[src/rtl/erm_pkg.sv]
// ----------------------------------------------------------------------------
// erm_pkg: shared types, constants and microcode for the rotation matrix builder
// Holds the sine polynomial constants, the baseline orientation, the
// scratch map and the micro-op program run by the shared arithmetic unit.
// ----------------------------------------------------------------------------
package erm_pkg;

	localparam int ANGLE_BITS_DEF = 16;
	localparam int COEF_BITS_DEF  = 16;
	localparam int COEF_BITS_MAX  = 24;
	localparam int WORD_W         = 34;
	localparam int ADDR_W         = 4;
	localparam int MAG_W          = 31;
	localparam int NUM_SINES      = 6;
	localparam int SINE_STEPS     = 6;
	localparam int NUM_MAT        = 20;
	localparam int NUM_UOPS       = NUM_SINES * SINE_STEPS + NUM_MAT;
	localparam int NUM_ENTRIES    = 9;

	typedef logic [ADDR_W-1:0]        addr_t;
	typedef logic signed [WORD_W-1:0] word_t;

	localparam word_t K_SIN_A   = 34'sd1686629713;
	localparam word_t K_SIN_B   = 34'sd688904866;
	localparam word_t K_SIN_C   = 34'sd76016977;
	localparam logic [MAG_W-1:0] Q30_ONE = 31'd1073741824;
	localparam logic signed [31:0] BASE_DEPTH_RST = -32'sd6464548;

	// scratch map: sines overwrite their folded phases
	localparam addr_t A_SR  = 4'd0;
	localparam addr_t A_CR  = 4'd1;
	localparam addr_t A_SB  = 4'd2;
	localparam addr_t A_CB  = 4'd3;
	localparam addr_t A_SG  = 4'd4;
	localparam addr_t A_CG  = 4'd5;
	localparam addr_t A_T0  = 4'd6;
	localparam addr_t A_T1  = 4'd7;
	localparam addr_t A_M0  = 4'd8;
	localparam addr_t A_M1  = 4'd9;
	localparam addr_t A_M2  = 4'd10;
	localparam addr_t A_M4  = 4'd11;
	localparam addr_t A_M5  = 4'd12;
	localparam addr_t A_M6  = 4'd13;
	localparam addr_t A_M7  = 4'd14;
	localparam addr_t A_M8  = 4'd15;

	typedef enum logic [1:0] {
		OP_MULT,
		OP_MULR,
		OP_SUB,
		OP_ADD
	} op_t;

	typedef enum logic [2:0] {
		SRC_MEM,
		SRC_KA,
		SRC_KB,
		SRC_KC,
		SRC_ZERO
	} src_t;

	typedef struct packed {
		op_t        op;
		src_t       a_src;
		addr_t      a_addr;
		addr_t      b_addr;
		addr_t      dst;
		logic       use_flag;
		logic [2:0] flag_idx;
	} uop_t;

	typedef struct packed {
		logic en;
		op_t  op;
		src_t a_src;
		logic neg;
	} alu_ctl_t;

	function automatic uop_t mk(input op_t op, input src_t s, input addr_t a,
			input addr_t b, input addr_t d);
		uop_t u;
		u.op       = op;
		u.a_src    = s;
		u.a_addr   = a;
		u.b_addr   = b;
		u.dst      = d;
		u.use_flag = 1'b0;
		u.flag_idx = 3'd0;
		return u;
	endfunction

	// z*(A - z^2*(B - C*z^2)) in six steps for sine k
	function automatic uop_t sine_uop(input logic [2:0] k, input logic [2:0] s);
		uop_t  u;
		addr_t z;
		z = addr_t'(k);
		case (s)
			3'd1:    u = mk(OP_MULT, SRC_KC,  A_T0, A_T0, A_T1);
			3'd2:    u = mk(OP_SUB,  SRC_KB,  A_T1, A_T1, A_T1);
			3'd3:    u = mk(OP_MULT, SRC_MEM, A_T1, A_T0, A_T1);
			3'd4:    u = mk(OP_SUB,  SRC_KA,  A_T1, A_T1, A_T1);
			3'd5: begin
				u = mk(OP_MULT, SRC_MEM, A_T1, z, z);
				u.use_flag = 1'b1;
				u.flag_idx = k;
			end
			default: u = mk(OP_MULT, SRC_MEM, z, z, A_T0);
		endcase
		return u;
	endfunction

	function automatic uop_t mat_uop(input logic [4:0] j);
		uop_t u;
		case (j)
			5'd0:    u = mk(OP_MULR, SRC_MEM,  A_SG, A_CR, A_T0);
			5'd1:    u = mk(OP_MULR, SRC_MEM,  A_SG, A_SR, A_T1);
			5'd2:    u = mk(OP_MULR, SRC_MEM,  A_CB, A_CG, A_M0);
			5'd3:    u = mk(OP_MULR, SRC_MEM,  A_CB, A_T0, A_M1);
			5'd4:    u = mk(OP_MULR, SRC_MEM,  A_SB, A_SR, A_M2);
			5'd5:    u = mk(OP_SUB,  SRC_MEM,  A_M2, A_M1, A_M1);
			5'd6:    u = mk(OP_MULR, SRC_MEM,  A_CB, A_T1, A_M2);
			5'd7:    u = mk(OP_MULR, SRC_MEM,  A_SB, A_CR, A_M4);
			5'd8:    u = mk(OP_ADD,  SRC_MEM,  A_M2, A_M4, A_M2);
			5'd9:    u = mk(OP_MULR, SRC_MEM,  A_CG, A_CR, A_M4);
			5'd10:   u = mk(OP_MULR, SRC_MEM,  A_CG, A_SR, A_M5);
			5'd11:   u = mk(OP_SUB,  SRC_ZERO, A_M5, A_M5, A_M5);
			5'd12:   u = mk(OP_MULR, SRC_MEM,  A_SB, A_CG, A_M6);
			5'd13:   u = mk(OP_SUB,  SRC_ZERO, A_M6, A_M6, A_M6);
			5'd14:   u = mk(OP_MULR, SRC_MEM,  A_SB, A_T0, A_M7);
			5'd15:   u = mk(OP_MULR, SRC_MEM,  A_CB, A_SR, A_M8);
			5'd16:   u = mk(OP_ADD,  SRC_MEM,  A_M7, A_M8, A_M7);
			5'd17:   u = mk(OP_MULR, SRC_MEM,  A_SB, A_T1, A_M8);
			5'd18:   u = mk(OP_MULR, SRC_MEM,  A_CB, A_CR, A_T0);
			5'd19:   u = mk(OP_SUB,  SRC_MEM,  A_T0, A_M8, A_M8);
			default: u = mk(OP_MULR, SRC_MEM,  A_SG, A_CR, A_T0);
		endcase
		return u;
	endfunction

	// scratch location of matrix entry j, row-major
	function automatic addr_t entry_addr(input logic [3:0] j);
		addr_t a;
		case (j)
			4'd1:    a = A_M1;
			4'd2:    a = A_M2;
			4'd3:    a = A_SG;
			4'd4:    a = A_M4;
			4'd5:    a = A_M5;
			4'd6:    a = A_M6;
			4'd7:    a = A_M7;
			4'd8:    a = A_M8;
			default: a = A_M0;
		endcase
		return a;
	endfunction

	function automatic word_t baseline_q30(input int i);
		word_t v;
		case (i)
			0:       v =  34'sd898767165;
			1:       v = -34'sd388418181;
			2:       v =  34'sd440761377;
			3:       v =  34'sd65996543;
			4:       v =  34'sd867229703;
			5:       v =  34'sd629665613;
			6:       v = -34'sd583766848;
			7:       v = -34'sd499965547;
			default: v =  34'sd749781503;
		endcase
		return v;
	endfunction

	// Q30 to Q1.(cb-2): round half away from zero, saturate to +-1
	function automatic logic [COEF_BITS_MAX-1:0] to_coef(input word_t v, input int cb);
		logic [WORD_W-1:0] mag;
		logic [WORD_W-1:0] r;
		logic [WORD_W-1:0] lim;
		logic [WORD_W-1:0] s;
		mag = v[WORD_W-1] ? -v : v;
		r   = (mag + (WORD_W'(1) << (31 - cb))) >> (32 - cb);
		lim = WORD_W'(1) << (cb - 2);
		if (r > lim)
			r = lim;
		s = v[WORD_W-1] ? -r : r;
		return s[COEF_BITS_MAX-1:0];
	endfunction

endpackage

[src/rtl/erm_ifs.sv]
// ----------------------------------------------------------------------------
// erm channel interfaces
// Sample request, result request and configuration write channels.
// ----------------------------------------------------------------------------
interface erm_sample_if #(parameter int ANGLE_BITS = erm_pkg::ANGLE_BITS_DEF);
	logic                         valid;
	logic                         ready;
	logic signed [ANGLE_BITS-1:0] roll_angle;
	logic signed [ANGLE_BITS-1:0] pitch_angle;
	logic signed [ANGLE_BITS-1:0] yaw_angle;
	logic                         sticker_present;
	logic signed [ANGLE_BITS-1:0] user_rotation;
	logic signed [31:0]           user_scaling;

	modport source (output valid, roll_angle, pitch_angle, yaw_angle, sticker_present,
		user_rotation, user_scaling, input ready);
	modport sink (input valid, roll_angle, pitch_angle, yaw_angle, sticker_present,
		user_rotation, user_scaling, output ready);
endinterface

interface erm_result_if #(parameter int COEF_BITS = erm_pkg::COEF_BITS_DEF);
	logic                        valid;
	logic                        ready;
	logic signed [COEF_BITS-1:0] r00, r01, r02, r10, r11, r12, r20, r21, r22;
	logic signed [31:0]          depth_offset;

	modport source (output valid, r00, r01, r02, r10, r11, r12, r20, r21, r22,
		depth_offset, input ready);
	modport sink (input valid, r00, r01, r02, r10, r11, r12, r20, r21, r22,
		depth_offset, output ready);
endinterface

interface erm_cfg_if;
	logic               valid;
	logic               ready;
	logic signed [31:0] data;

	modport source (output valid, data, input ready);
	modport sink (input valid, data, output ready);
endinterface

[src/rtl/euler_rotation_matrix_builder_unit.sv]
// ----------------------------------------------------------------------------
// euler_rotation_matrix_builder_unit: Euler angles to rotation matrix
// Builds R = Ry(-pitch)*Rz(user_rotation-yaw)*Rx(roll) and a saturated depth
// with one shared multiplier stepped through a 56-op micro-program.
// ----------------------------------------------------------------------------
// Flow: a sample with the sticker flag set loads six folded phases, runs
//   the 56 ops through the shared multiplier and scratch read port (read,
//   multiply, write back), waits until any pending result is taken, then
//   converts the nine entries. A flag-clear sample also waits for any
//   pending result, then repeats the stored result. One request in flight;
//   sample.ready is low until the result is issued. Reset loads the baseline.
module euler_rotation_matrix_builder_unit #(
	parameter int ANGLE_BITS = erm_pkg::ANGLE_BITS_DEF,
	parameter int COEF_BITS  = erm_pkg::COEF_BITS_DEF
) (
	input  logic          clk,
	input  logic          arst_n,
	erm_sample_if.sink    sample,
	erm_result_if.source  result,
	erm_cfg_if.sink       cfg
);

	typedef enum logic [2:0] {
		S_IDLE,
		S_LOAD,
		S_RUN,
		S_WAIT,
		S_COPY
	} state_t;

	state_t                       state_q;
	logic [2:0]                   ld_q;
	logic [5:0]                   pc_q;
	logic [2:0]                   k_q;
	logic [2:0]                   s_q;
	logic [1:0]                   ph_q;
	logic [3:0]                   cp_q;
	logic                         upd_q;
	logic                         out_valid_q;
	logic [5:0]                   neg_q;
	logic signed [ANGLE_BITS-1:0] roll_q;
	logic signed [ANGLE_BITS-1:0] pitch_q;
	logic signed [ANGLE_BITS-1:0] gam_q;
	logic signed [31:0]           base_depth_q;
	logic signed [31:0]           depth_new_q;
	logic signed [31:0]           depth_q;
	logic [COEF_BITS-1:0]         r_q [erm_pkg::NUM_ENTRIES];
	logic [erm_pkg::COEF_BITS_MAX-1:0] rst_full [erm_pkg::NUM_ENTRIES];

	erm_pkg::uop_t     uop;
	erm_pkg::alu_ctl_t alu_ctl;
	erm_pkg::word_t    rd_a, rd_b, alu_res, wdata;
	erm_pkg::addr_t    raddr_a, raddr_b, waddr;
	logic              we;
	logic [ANGLE_BITS-1:0] ang;
	logic [31:0]       phase;
	logic [erm_pkg::MAG_W-1:0] zf, zfold;
	logic              ld_neg;
	logic [32:0]       dsum;
	logic signed [31:0] dsat;
	logic [erm_pkg::COEF_BITS_MAX-1:0] coef_full;
	logic [3:0]        wr_idx;
	logic              accept;

	genvar gi;
	generate
		for (gi = 0; gi < erm_pkg::NUM_ENTRIES; gi++) begin : g_rst
			assign rst_full[gi] = erm_pkg::to_coef(erm_pkg::baseline_q30(gi), COEF_BITS);
		end
	endgenerate

	assign accept     = sample.valid && sample.ready;
	assign sample.ready = (state_q == S_IDLE);
	assign cfg.ready  = 1'b1;

	assign uop = (pc_q < 6'(erm_pkg::NUM_SINES * erm_pkg::SINE_STEPS)) ?
		erm_pkg::sine_uop(k_q, s_q) :
		erm_pkg::mat_uop(5'(pc_q - 6'(erm_pkg::NUM_SINES * erm_pkg::SINE_STEPS)));

	// folded quarter-turn fraction for sine/cosine ld_q
	always_comb begin
		case (ld_q[2:1])
			2'd0:    ang = roll_q;
			2'd1:    ang = pitch_q;
			default: ang = gam_q;
		endcase
		phase  = {ang, {(32-ANGLE_BITS){1'b0}}} + (ld_q[0] ? 32'h4000_0000 : 32'd0);
		zf     = {1'b0, phase[29:0]};
		zfold  = phase[30] ? erm_pkg::Q30_ONE - zf : zf;
		ld_neg = phase[31] ^ (ld_q == 3'(erm_pkg::A_SB));
	end

	always_comb begin
		dsum = {base_depth_q[31], base_depth_q} + {sample.user_scaling[31], sample.user_scaling};
		if (dsum[32] != dsum[31])
			dsat = dsum[32] ? 32'sh8000_0000 : 32'sh7FFF_FFFF;
		else
			dsat = dsum[31:0];
	end

	always_comb begin
		alu_ctl.en    = (state_q == S_RUN) && (ph_q == 2'd1);
		alu_ctl.op    = uop.op;
		alu_ctl.a_src = uop.a_src;
		alu_ctl.neg   = uop.use_flag && neg_q[uop.flag_idx];
		raddr_a = (state_q == S_COPY) ? erm_pkg::entry_addr(cp_q) : uop.a_addr;
		raddr_b = uop.b_addr;
		we      = (state_q == S_LOAD) || ((state_q == S_RUN) && (ph_q == 2'd2));
		waddr   = (state_q == S_LOAD) ? erm_pkg::addr_t'(ld_q) : uop.dst;
		wdata   = (state_q == S_LOAD) ? erm_pkg::word_t'({3'b000, zfold}) : alu_res;
		coef_full = erm_pkg::to_coef(rd_a, COEF_BITS);
		wr_idx  = cp_q - 4'd1;
	end

	erm_scratch u_scratch (
		.clk     (clk),
		.we      (we),
		.waddr   (waddr),
		.wdata   (wdata),
		.raddr_a (raddr_a),
		.raddr_b (raddr_b),
		.rdata_a (rd_a),
		.rdata_b (rd_b)
	);

	erm_alu u_alu (
		.clk    (clk),
		.ctl    (alu_ctl),
		.a_mem  (rd_a),
		.b_mem  (rd_b),
		.result (alu_res)
	);

	always_ff @(posedge clk or negedge arst_n) begin
		if (!arst_n) begin
			state_q      <= S_IDLE;
			ld_q         <= '0;
			pc_q         <= '0;
			k_q          <= '0;
			s_q          <= '0;
			ph_q         <= '0;
			cp_q         <= '0;
			upd_q        <= 1'b0;
			out_valid_q  <= 1'b0;
			neg_q        <= '0;
			base_depth_q <= erm_pkg::BASE_DEPTH_RST;
			depth_q      <= erm_pkg::BASE_DEPTH_RST;
			for (int i = 0; i < erm_pkg::NUM_ENTRIES; i++)
				r_q[i] <= rst_full[i][COEF_BITS-1:0];
		end else begin
			if (cfg.valid && cfg.ready)
				base_depth_q <= cfg.data;
			if (result.valid && result.ready)
				out_valid_q <= 1'b0;

			unique case (state_q)
				S_IDLE: begin
					if (accept) begin
						roll_q      <= sample.roll_angle;
						pitch_q     <= sample.pitch_angle;
						gam_q       <= sample.user_rotation - sample.yaw_angle;
						upd_q       <= sample.sticker_present;
						depth_new_q <= dsat;
						ld_q        <= '0;
						state_q     <= sample.sticker_present ? S_LOAD : S_WAIT;
					end
				end
				S_LOAD: begin
					neg_q[ld_q] <= ld_neg;
					ld_q        <= ld_q + 3'd1;
					if (ld_q == 3'(erm_pkg::NUM_SINES - 1)) begin
						pc_q    <= '0;
						k_q     <= '0;
						s_q     <= '0;
						ph_q    <= '0;
						state_q <= S_RUN;
					end
				end
				S_RUN: begin
					// read, multiply, write back
					ph_q <= (ph_q == 2'd2) ? 2'd0 : ph_q + 2'd1;
					if (ph_q == 2'd2) begin
						pc_q <= pc_q + 6'd1;
						if (s_q == 3'(erm_pkg::SINE_STEPS - 1)) begin
							s_q <= '0;
							k_q <= k_q + 3'd1;
						end else begin
							s_q <= s_q + 3'd1;
						end
						if (pc_q == 6'(erm_pkg::NUM_UOPS - 1))
							state_q <= S_WAIT;
					end
				end
				S_WAIT: begin
					// hold until the previous result is taken
					if (!out_valid_q) begin
						if (upd_q) begin
							cp_q    <= '0;
							state_q <= S_COPY;
						end else begin
							out_valid_q <= 1'b1;
							state_q     <= S_IDLE;
						end
					end
				end
				S_COPY: begin
					cp_q <= cp_q + 4'd1;
					if (cp_q != 4'd0)
						r_q[wr_idx] <= coef_full[COEF_BITS-1:0];
					if (cp_q == 4'(erm_pkg::NUM_ENTRIES)) begin
						depth_q     <= depth_new_q;
						out_valid_q <= 1'b1;
						state_q     <= S_IDLE;
					end
				end
				default: state_q <= S_IDLE;
			endcase
		end
	end

	assign result.valid        = out_valid_q;
	assign result.r00          = r_q[0];
	assign result.r01          = r_q[1];
	assign result.r02          = r_q[2];
	assign result.r10          = r_q[3];
	assign result.r11          = r_q[4];
	assign result.r12          = r_q[5];
	assign result.r20          = r_q[6];
	assign result.r21          = r_q[7];
	assign result.r22          = r_q[8];
	assign result.depth_offset = depth_q;

	a_busy_after_accept: assert property (@(posedge clk) disable iff (!arst_n)
		accept |=> !sample.ready)
		else $error("accepted a request while busy");

	a_copy_no_valid: assert property (@(posedge clk) disable iff (!arst_n)
		(state_q == S_COPY) |-> !out_valid_q)
		else $error("result overwritten while pending");

	a_alu_in_run: assert property (@(posedge clk) disable iff (!arst_n)
		alu_ctl.en |-> (state_q == S_RUN))
		else $error("shared unit issued outside the program");

	a_pc_range: assert property (@(posedge clk) disable iff (!arst_n)
		(state_q == S_RUN) |-> (pc_q < 6'(erm_pkg::NUM_UOPS)))
		else $error("program counter out of range");

endmodule

[src/rtl/erm_scratch.sv]
// ----------------------------------------------------------------------------
// erm_scratch: operand scratch memory
// Sixteen words, one write port, two registered read ports.
// ----------------------------------------------------------------------------
module erm_scratch (
	input  logic           clk,
	input  logic           we,
	input  erm_pkg::addr_t waddr,
	input  erm_pkg::word_t wdata,
	input  erm_pkg::addr_t raddr_a,
	input  erm_pkg::addr_t raddr_b,
	output erm_pkg::word_t rdata_a,
	output erm_pkg::word_t rdata_b
);

	erm_pkg::word_t mem [2**erm_pkg::ADDR_W];

	always_ff @(posedge clk) begin
		if (we)
			mem[waddr] <= wdata;
		rdata_a <= mem[raddr_a];
		rdata_b <= mem[raddr_b];
	end

endmodule

[src/rtl/erm_alu.sv]
// ----------------------------------------------------------------------------
// erm_alu: shared multiply / add unit
// Sign-magnitude Q30 multiply with truncation or rounding, plus add and
// subtract. The product, sum, op and sign are registered when enabled; the
// result is formed combinationally from those registers.
// ----------------------------------------------------------------------------
module erm_alu (
	input  logic              clk,
	input  erm_pkg::alu_ctl_t ctl,
	input  erm_pkg::word_t    a_mem,
	input  erm_pkg::word_t    b_mem,
	output erm_pkg::word_t    result
);

	localparam int PW = 2 * erm_pkg::MAG_W;

	erm_pkg::word_t              a_opnd;
	erm_pkg::word_t              a_abs;
	erm_pkg::word_t              b_abs;
	logic [PW-1:0]               prod_q;
	erm_pkg::word_t              sum_q;
	erm_pkg::op_t                op_q;
	logic                        neg_q;
	logic [PW:0]                 rounded;
	erm_pkg::word_t              mres;

	always_comb begin
		unique case (ctl.a_src)
			erm_pkg::SRC_KA:   a_opnd = erm_pkg::K_SIN_A;
			erm_pkg::SRC_KB:   a_opnd = erm_pkg::K_SIN_B;
			erm_pkg::SRC_KC:   a_opnd = erm_pkg::K_SIN_C;
			erm_pkg::SRC_ZERO: a_opnd = '0;
			default:           a_opnd = a_mem;
		endcase
		a_abs = a_opnd[erm_pkg::WORD_W-1] ? -a_opnd : a_opnd;
		b_abs = b_mem[erm_pkg::WORD_W-1] ? -b_mem : b_mem;
	end

	always_ff @(posedge clk) begin
		if (ctl.en) begin
			prod_q <= a_abs[erm_pkg::MAG_W-1:0] * b_abs[erm_pkg::MAG_W-1:0];
			sum_q  <= (ctl.op == erm_pkg::OP_ADD) ? a_opnd + b_mem : a_opnd - b_mem;
			op_q   <= ctl.op;
			neg_q  <= a_opnd[erm_pkg::WORD_W-1] ^ b_mem[erm_pkg::WORD_W-1] ^ ctl.neg;
		end
	end

	always_comb begin
		rounded = {1'b0, prod_q} +
			((op_q == erm_pkg::OP_MULR) ? (PW+1)'(1) << 29 : '0);
		mres = erm_pkg::word_t'(rounded[PW:30]);
		case (op_q)
			erm_pkg::OP_MULT,
			erm_pkg::OP_MULR: result = neg_q ? -mres : mres;
			default:          result = sum_q;
		endcase
	end

endmodule
[src/flat_wrapper.sv]
// flat-port wrapper written by rule: the top's interface ports become plain ports
module euler_rotation_matrix_builder_unit_flat 
#(
	parameter int ANGLE_BITS = erm_pkg::ANGLE_BITS_DEF,
	parameter int COEF_BITS  = erm_pkg::COEF_BITS_DEF
)
  (clk, arst_n, sample_valid, sample_roll_angle, sample_pitch_angle, sample_yaw_angle, sample_sticker_present, sample_user_rotation, sample_user_scaling, sample_ready, result_valid, result_r00, result_r01, result_r02, result_r10, result_r11, result_r12, result_r20, result_r21, result_r22, result_depth_offset, result_ready, cfg_valid, cfg_data, cfg_ready);
  erm_sample_if #(.ANGLE_BITS(ANGLE_BITS)) sample_i ();
  erm_result_if #(.COEF_BITS(COEF_BITS)) result_i ();
  erm_cfg_if cfg_i ();
  input  logic clk;
  input  logic arst_n;
  input wire logic [$bits(sample_i.valid)-1:0] sample_valid;
  input wire logic [$bits(sample_i.roll_angle)-1:0] sample_roll_angle;
  input wire logic [$bits(sample_i.pitch_angle)-1:0] sample_pitch_angle;
  input wire logic [$bits(sample_i.yaw_angle)-1:0] sample_yaw_angle;
  input wire logic [$bits(sample_i.sticker_present)-1:0] sample_sticker_present;
  input wire logic [$bits(sample_i.user_rotation)-1:0] sample_user_rotation;
  input wire logic [$bits(sample_i.user_scaling)-1:0] sample_user_scaling;
  output wire logic [$bits(sample_i.ready)-1:0] sample_ready;
  output wire logic [$bits(result_i.valid)-1:0] result_valid;
  output wire logic [$bits(result_i.r00)-1:0] result_r00;
  output wire logic [$bits(result_i.r01)-1:0] result_r01;
  output wire logic [$bits(result_i.r02)-1:0] result_r02;
  output wire logic [$bits(result_i.r10)-1:0] result_r10;
  output wire logic [$bits(result_i.r11)-1:0] result_r11;
  output wire logic [$bits(result_i.r12)-1:0] result_r12;
  output wire logic [$bits(result_i.r20)-1:0] result_r20;
  output wire logic [$bits(result_i.r21)-1:0] result_r21;
  output wire logic [$bits(result_i.r22)-1:0] result_r22;
  output wire logic [$bits(result_i.depth_offset)-1:0] result_depth_offset;
  input wire logic [$bits(result_i.ready)-1:0] result_ready;
  input wire logic [$bits(cfg_i.valid)-1:0] cfg_valid;
  input wire logic [$bits(cfg_i.data)-1:0] cfg_data;
  output wire logic [$bits(cfg_i.ready)-1:0] cfg_ready;
  assign sample_i.valid = sample_valid;
  assign sample_i.roll_angle = sample_roll_angle;
  assign sample_i.pitch_angle = sample_pitch_angle;
  assign sample_i.yaw_angle = sample_yaw_angle;
  assign sample_i.sticker_present = sample_sticker_present;
  assign sample_i.user_rotation = sample_user_rotation;
  assign sample_i.user_scaling = sample_user_scaling;
  assign sample_ready = sample_i.ready;
  assign result_valid = result_i.valid;
  assign result_r00 = result_i.r00;
  assign result_r01 = result_i.r01;
  assign result_r02 = result_i.r02;
  assign result_r10 = result_i.r10;
  assign result_r11 = result_i.r11;
  assign result_r12 = result_i.r12;
  assign result_r20 = result_i.r20;
  assign result_r21 = result_i.r21;
  assign result_r22 = result_i.r22;
  assign result_depth_offset = result_i.depth_offset;
  assign result_i.ready = result_ready;
  assign cfg_i.valid = cfg_valid;
  assign cfg_i.data = cfg_data;
  assign cfg_ready = cfg_i.ready;
  euler_rotation_matrix_builder_unit #(.ANGLE_BITS(ANGLE_BITS), .COEF_BITS(COEF_BITS)) u_core (.clk(clk), .arst_n(arst_n), .sample(sample_i), .result(result_i), .cfg(cfg_i));
endmodule
[config.mk]
export PLATFORM = sky130hd
export DESIGN_NAME = euler_rotation_matrix_builder_unit_flat
export DESIGN_NICKNAME = d
export VERILOG_FILES = /design/src/rtl/erm_pkg.sv /design/src/rtl/erm_ifs.sv /design/src/rtl/euler_rotation_matrix_builder_unit.sv /design/src/rtl/erm_scratch.sv /design/src/rtl/erm_alu.sv /design/src/flat_wrapper.sv
export SDC_FILE = /design/constraint.sdc
export NUM_CORES = 2
export LEC_CHECK = 0
export BUFFER_PORTS_ARGS = -buffer_cell sky130_fd_sc_hd__clkbuf_2
export CORE_AREA = 2 2 372 374
export DETAILED_ROUTE_END_ITERATION = 7
export DIE_AREA = 0 0 374 376
export PLACE_DENSITY_LB_ADDON = 0.1
export RECOVER_POWER = 100
export SLEW_MARGIN = 20
export SYNTH_ARGS = -nofsm -noshare
export SYNTH_HDL_FRONTEND = slang
export SYNTH_SLANG_ARGS = --single-unit
export TNS_END_PERCENT = 10
[constraint.sdc]
create_clock -name clk -period 17.2 [get_ports clk]
set_input_delay 0.86 -clock clk [delete_from_list [all_inputs] [get_ports clk]]
set_output_delay 0.86 -clock clk [all_outputs]
set_load 0.02 [all_outputs]
# Yosys cells after proc, flatten, opt, wreduce, memory -nomap -nowiden

Memories as Yosys holds them, arrays and structs flattened. A register that Yosys moved wholly into a read port is not among the register bits.
Cells that the tools add are included.
Widths: inputs -> output; s select.

Memories kept: 3
Bits in writable memories: 544
Bits in registers: 419
Output and inout bits: 179
Input port bits: 134
Memory bits (read-only): 544

Memory list:

| name                 | words | bits a word | rd ports | clocked after memory_dff | wr ports | line              | text |
|---|---|---|---|---|---|---|---|
| u_core.u_scratch.mem | 16    | 34          | 2        | 2                        | 1        | erm_scratch.sv:16 | `erm_pkg::word_t mem [2**erm_pkg::ADDR_W];` |
| (name not given)     | 32    | 15          | 1        | 0                        | 0        | erm_pkg.sv:114    | `case (j)` |
| (name not given)     | 16    | 4           | 1        | 0                        | 0        | erm_pkg.sv:143    | `case (j)` |

$add $sub $neg: 21
Order comparisons: 7
Multiply operators: 1
Bitwise operators: 4
Reduce and logical (&&, ||, !) cells: 26
Equal/unequal tests: 31
Mux-type cells: 62

Operators by type and width:

| cell                   | count |
|---|---|
| $mux 34                | 5 |
| $bwmux 144             | 1 |
| $pmux 34 s4            | 1 |
| $mux 31                | 4 |
| $pmux 21 s5            | 1 |
| $demux 16 s4           | 1 |
| $mux 32                | 2 |
| $add 62x30->63         | 1 |
| $mul 31x31->62         | 1 |
| $neg 31->31            | 2 |
| $mux 16                | 3 |
| $mux 3                 | 13 |
| $add 34x16->34 const B | 1 |
| $add 34x34->34         | 1 |
| $neg 33->34            | 1 |
| $neg 34->34            | 1 |
| $sub 34x34->34         | 1 |
| $add 32x32->33         | 1 |
| $add 32x32->32         | 1 |
| $pmux 16 s2            | 1 |
| $sub 31x30->31 const A | 1 |
| $mux 30                | 1 |
| $eq 3x2->1 const B     | 7 |
| $mux 21                | 1 |
| other kinds (49)       | 99 |

# Longest topological paths before layout

Depth after elaboration: 8
Mapped depth: 44

# By module

From an unflattened synthesis, not the netlist that was laid out.

Cell total of the unflattened synthesis: 8009
Area, all modules: 86374.1 µm²

Modules (own cells, without submodules):

| module                             | times used | cells an instance | area each (µm²) |
|---|---|---|---|
| erm_alu                            | 1          | 4937              | 42409.4 |
| erm_scratch                        | 1          | 1209              | 25707.2 |
| euler_rotation_matrix_builder_unit | 1          | 1863              | 18257.5 |

# Worst setup path before layout

Ideal clock, no wire load.

Path kind: reg-to-reg
Start point: register u_core.pc_q[2]
End point: register u_core.u_alu.prod_q[61] (data pin)
Path slack: 5.622 ns
Data arrival time: 11.301 ns
Period minus slack after synthesis: 11.578 ns
Cell stages (with the launch flop): 39
Buffers on the path: 4
Cell sequence: dfrtp_1 buf_2 inv_1 ha_1 xor2_1 nor4b_1 nor2_2 clkbuf_1 clkbuf_1 a21oi_1 ha_1 nand4_1 or4_1 nor4_1 a21o_1 xnor2_1 clkbuf_1 nand2_1 [3 not listed] inv_1 fa_1 inv_1 fa_1 inv_1 fa_1 fa_1 inv_1 fa_1 inv_1 ha_1 and4_1 nand3_1 a2111oi_2 o21ai_0 a21boi_1 mux2i_1 o311ai_0

Word-level cells in the longest chain between the ends: 8
Elaborated cells between the ends (all ways): 12

Ends and longest elaborated chain:

| item                                     | line                                      | text |
|---|---|---|
| from (decl)                              | euler_rotation_matrix_builder_unit.sv:33  | `logic [5:0] pc_q;` |
| from (signal assigned)                   | euler_rotation_matrix_builder_unit.sv:183 | `pc_q <= pc_q + 6'd1;` |
| $sub 5x3->5                              | euler_rotation_matrix_builder_unit.sv:78  | `erm_pkg::mat_uop(5'(pc_q - 6'(erm_pkg::NUM_SINES * erm_pkg::SINE_STEPS)));` |
| $mem_v2 32x15                            | --                                        |  |
| $mux 21 (*)                              | euler_rotation_matrix_builder_unit.sv:76  | `assign uop = (pc_q < 6'(erm_pkg::NUM_SINES * erm_pkg::SINE_STEPS)) ?` |
| $eq 3x3->1, or another cell as far along | erm_alu.sv:28                             | `unique case (ctl.a_src)` |
| $pmux 34 s4 (*)                          | erm_alu.sv:28                             |  |
| $neg 31->31                              | erm_alu.sv:35                             | `a_abs = a_opnd[erm_pkg::WORD_W-1] ? -a_opnd : a_opnd;` |
| $mux 31 (*)                              | erm_alu.sv:35                             |  |
| $mul 31x31->62 (*)                       | erm_alu.sv:41                             | `prod_q <= a_abs[erm_pkg::MAG_W-1:0] * b_abs[erm_pkg::MAG_W-1:0];` |
| to (signal assigned)                     | erm_alu.sv:41                             |  |
| to (decl)                                | erm_alu.sv:20                             | `logic [PW-1:0] prod_q;` |

Every way passes the cells marked *; elsewhere a longest branch is shown, timed or not.
A chain may end at the register's enable or synchronous reset.

# Final worst setup path

Ends and elaborated chain as after synthesis.

==> summary.md <==
| Metric | Value |
|---|---|
| Netlist cell types | `115` |
| Clock Path Buffers | `3` |
| Largest net degree at the start of global routing | `177` |
| Main combinational cell family by area after synthesis | `adder cells` |
| Placed inst area | `89800 µm²` |
| Vias/cell | `6.27` |
| Largest cells by area after synthesis | `edfxtp_1 (24%), fa_1 (24%), nand2_1 (6.0%), inv_1 (5.0%), ha_1 (4.2%)` |
| Fin. Hold Viols | `0` |
| Root buffer cell | `clkbuf_16` |
| Port bufs | `311` |
| RSZ-0062 raised after global routing | `false` |
| DIE AREA | `141000 µm²` |
| Nets | `10.0k` |
| Hold Crit Class | `primary input to flop` |
| Drt first-iter violations | `7402` |
| Final critical-path setup slack | `1700 ps` |
| DRT Pass-1 Iters | `6` |
| Largest area contributor in the netlist | `edfxtp_1` |
| Count leader, synth | `nand2_1` |
| Top FF cell, synth | `edfxtp_1` |
| Most used cell, CP | `fa_1` |
| GRT Resource Usage Total | `38.1%` |
| Initial Utilization | `62.6%` |
| WP buf/inv | `9` |
| Crit path capture type | `flop` |
| Status | `finished, violations left` |
| Xor/xnor share of the synthesized area | `3.75%` |
| Relative slew margins | `-489%` |
| Simple-gate area share of the yosys netlist | `14.0%` |
| Clk slew on worst S/H paths | `60 ps` |
| Mean post-synth cell area | `10.1 µm²` |
| Final min period | `15500 ps` |
| DRC errors left | `0` |
| Post-CTS setup buffer count | `0` |
| First-pass GRT wire length | `401 mm` |
| Slew Viols, Final | `1453` |
| Failing checks | `max-capacitance violations, max-slew violations` |
| Leakage power of the design | `39.5 nW` |
| Drt total wl | `266 mm` |
| Worst-Margin Slew | `8840 ps` |
| Mux contribution to synthesized area | `5.40%` |
| Share of cells above drive strength 1 | `9.88%` |
| Congestion Overflow GR | `0` |
| Fin Setup TNS | `0 ps` |
| Seq/Total Area, Yosys | `33.2%` |
| Die X | `374 µm` |
| Initial antenna violation count | `11` |
| Num rows | `136` |
| Synth Area in Adders | `28.2%` |
| Worst IR drop on VDD | `0.0982 mV` |
| Core area | `137000 µm²` |
| Later-pin clock latency in the skew report | `760 ps` |
| CTS tree | `done` |
| Drt wl/cell | `25.4 µm` |
| DIE HEIGHT | `376 µm` |
| Power Density | `55.0 nW/µm²` |
| Slowest-stage cell, CP | `fa_1` |
| H-tree levels | `3` |
| CP Launch Type | `flop` |
| Synthesized flop and latch total | `1002` |
| CTS sink cnt | `1002` |
| Synth top area share | `24.4%` |
| GPL Wtd Cong | `1.01` |
| Synthesis Warnings | `0` |
| Post_cts resized | `0` |
| Final instance area | `92700 µm²` |
| Fraction of registers with async set/reset | `24.0%` |
| Synth Area in Compound Gates | `8.44%` |
| Setup Viol. Count Final | `0` |
| Via count | `65.7k` |
| Mapped Cells | `8443` |
| Setup CP Type | `flop to flop` |
| Tcrit/Tclk final | `90.1%` |
| CTS Buf Count | `105` |
| Synth top cells by count | `nand2_1 (1377), inv_1 (1134), fa_1 (1020), nor2_1 (732), edfxtp_1 (694)` |
| CP top delay family | `adder cells` |
| Syn Nets | `9886` |
| Fillers | `10.8k` |
| DP Worst Slack | `2780 ps` |
| Vias in the first global route | `65.9k` |
| Setup Skew | `98.3 ps` |
| Layout area overhead | `8.40%` |
| FMAX | `0.0645 GHz` |
| Fin util | `67.8%` |
| Worst EP required | `17660 ps` |
| Number of synthesized flops with an enable pin | `694` |
| CP peak stage delay | `1120 ps` |
| Dpl hpwl | `187 mm` |
| ANT nets after route | `0` |
| Final total power | `0.00510 W` |
| Crit-path max FO | `26` |
| Mapped cell area | `85500 µm²` |
| I/O Pins | `313` |
| CTS Hold Bufs | `0` |
| Max_cap viols | `41` |
| Critical Path AT | `15960 ps` |
[routing by layer]
layer  routed length [µm]  part of all wire [%]  track usage, %
met2               119000                    45            58.1
met4                13400                   5.0            16.0
met5                  109                 0.041               0
met1               100000                    38            51.6
met3                33800                    13            11.1
[path summary, 6_finish.rpt]
path                                   startpoint                       to  slack [ps]  cells after the start
setup / recovery                   u_core.pc_q[2]  u_core.u_alu.prod_q[61]        1700                     36
hold / removal             sample_pitch_angle[13]       u_core.pitch_q[13]         300                      1
setup reg to reg                   u_core.pc_q[2]  u_core.u_alu.prod_q[61]        1700                     36
hold reg to reg              u_core.result.r22[0]     u_core.result.r22[0]         470                      2
max in group asynchronous                  arst_n     u_core.result.r02[5]        5450                      2
min in group asynchronous                  arst_n  u_core.base_depth_q[22]        1650                      1
[worst reg2reg max path, delay by kind of cell, from the launching register on]
family	cells	cell delay (ps)
xor gates and xnor gates	1	120
and+or+nand+nor	8	2800
muxes	1	220
buffers and inverters	9	2590
AOI/OAI and AO/OA	6	2070
DFF	1	840
adders and majority gates	11	6590
[where the power goes]
part	leakage, nW	internal, W	switching, W
combinational	28.2	0.0000797	0.000108
sequential	9.51	0.00258	0.00000442
clock	1.72	0.00133	0.000999
total	39.5	0.00399	0.00111
[layout by cell type (no fill, tap or decap), types with 113 or more instances in the layout]
cell type	instances
a21oi_1	298
and3_1	113
buf_4	126
clkbuf_1	256
clkbuf_2	128
dfrtp_1	126
dfstp_2	114
edfxtp_1	694
fa_1	1020
ha_1	289
inv_1	1135
mux4_2	136
nand2_1	1380
nand3_1	215
nor2_1	724
o21ai_0	268
xnor2_1	211
[layout make-up]
class                   instances  area, µm²  share of cell area (%)
flip-flops and latches       1002      28400                    30.6
clock inverters                53        578                   0.624
well taps                    1794       2240                    2.42
repair buffers                483       2480                    2.67
clock buffers                 147       2960                    3.19
diodes                          1       2.50                 0.00270
inverters                    1136       4260                    4.60
multi-input cells            5857      51800                    55.9
[stage by stage]
| step | instances | hold WS, ps |
|---|---|---|
| after floorplan | 8443 | 454 |
| after global placement | 10300 | 452 |
| after detailed placement | 10300 | 457 |
| after CTS | 10500 | 93.0 |
| after global routing | 10500 | 277 |
| final | 10500 | 295 |
[kinds of logic after synthesis]
| logic type | count (synthesis) |
|---|---|
| multiplexers | 282 |
| flip-flops | 1002 |
| AND/OR/NAND/NOR | 2792 |
| adder cells (fa/ha/maj) | 1316 |
| buffers and inverters | 1584 |
| AO/OA/AOI/OAI | 1105 |
| other | 1 |
| XOR/XNOR | 361 |
[flip-flops by register name (all words and copies together) (netlist names), 4 cells and up]
| signal | count |
|---|---|
| u_core.result.r11 | 16 |
| u_core.base_depth_q | 32 |
| u_core.result.r21 | 16 |
| u_core.depth_new_q | 32 |
| u_core.u_alu.sum_q | 34 |
| u_core.result.r22 | 16 |
| u_core.pc_q | 6 |
| u_core.u_alu.prod_q | 33 |
| u_core.result.depth_offset | 32 |
| u_core.neg_q | 6 |
| u_core.pitch_q | 16 |
| u_core.u_scratch.rdata_b | 34 |
| u_core.result.r20 | 16 |
| u_core.cp_q | 4 |
| u_core.result.r01 | 16 |
| u_core.u_scratch.rdata_a | 34 |
| u_core.u_scratch.mem | 544 |
| u_core.result.r02 | 16 |
| u_core.result.r10 | 16 |
| u_core.result.r00 | 16 |
| u_core.gam_q | 16 |
| u_core.roll_q | 16 |
| u_core.result.r12 | 16 |
Note: power is estimated with default switching activity, not from simulation.
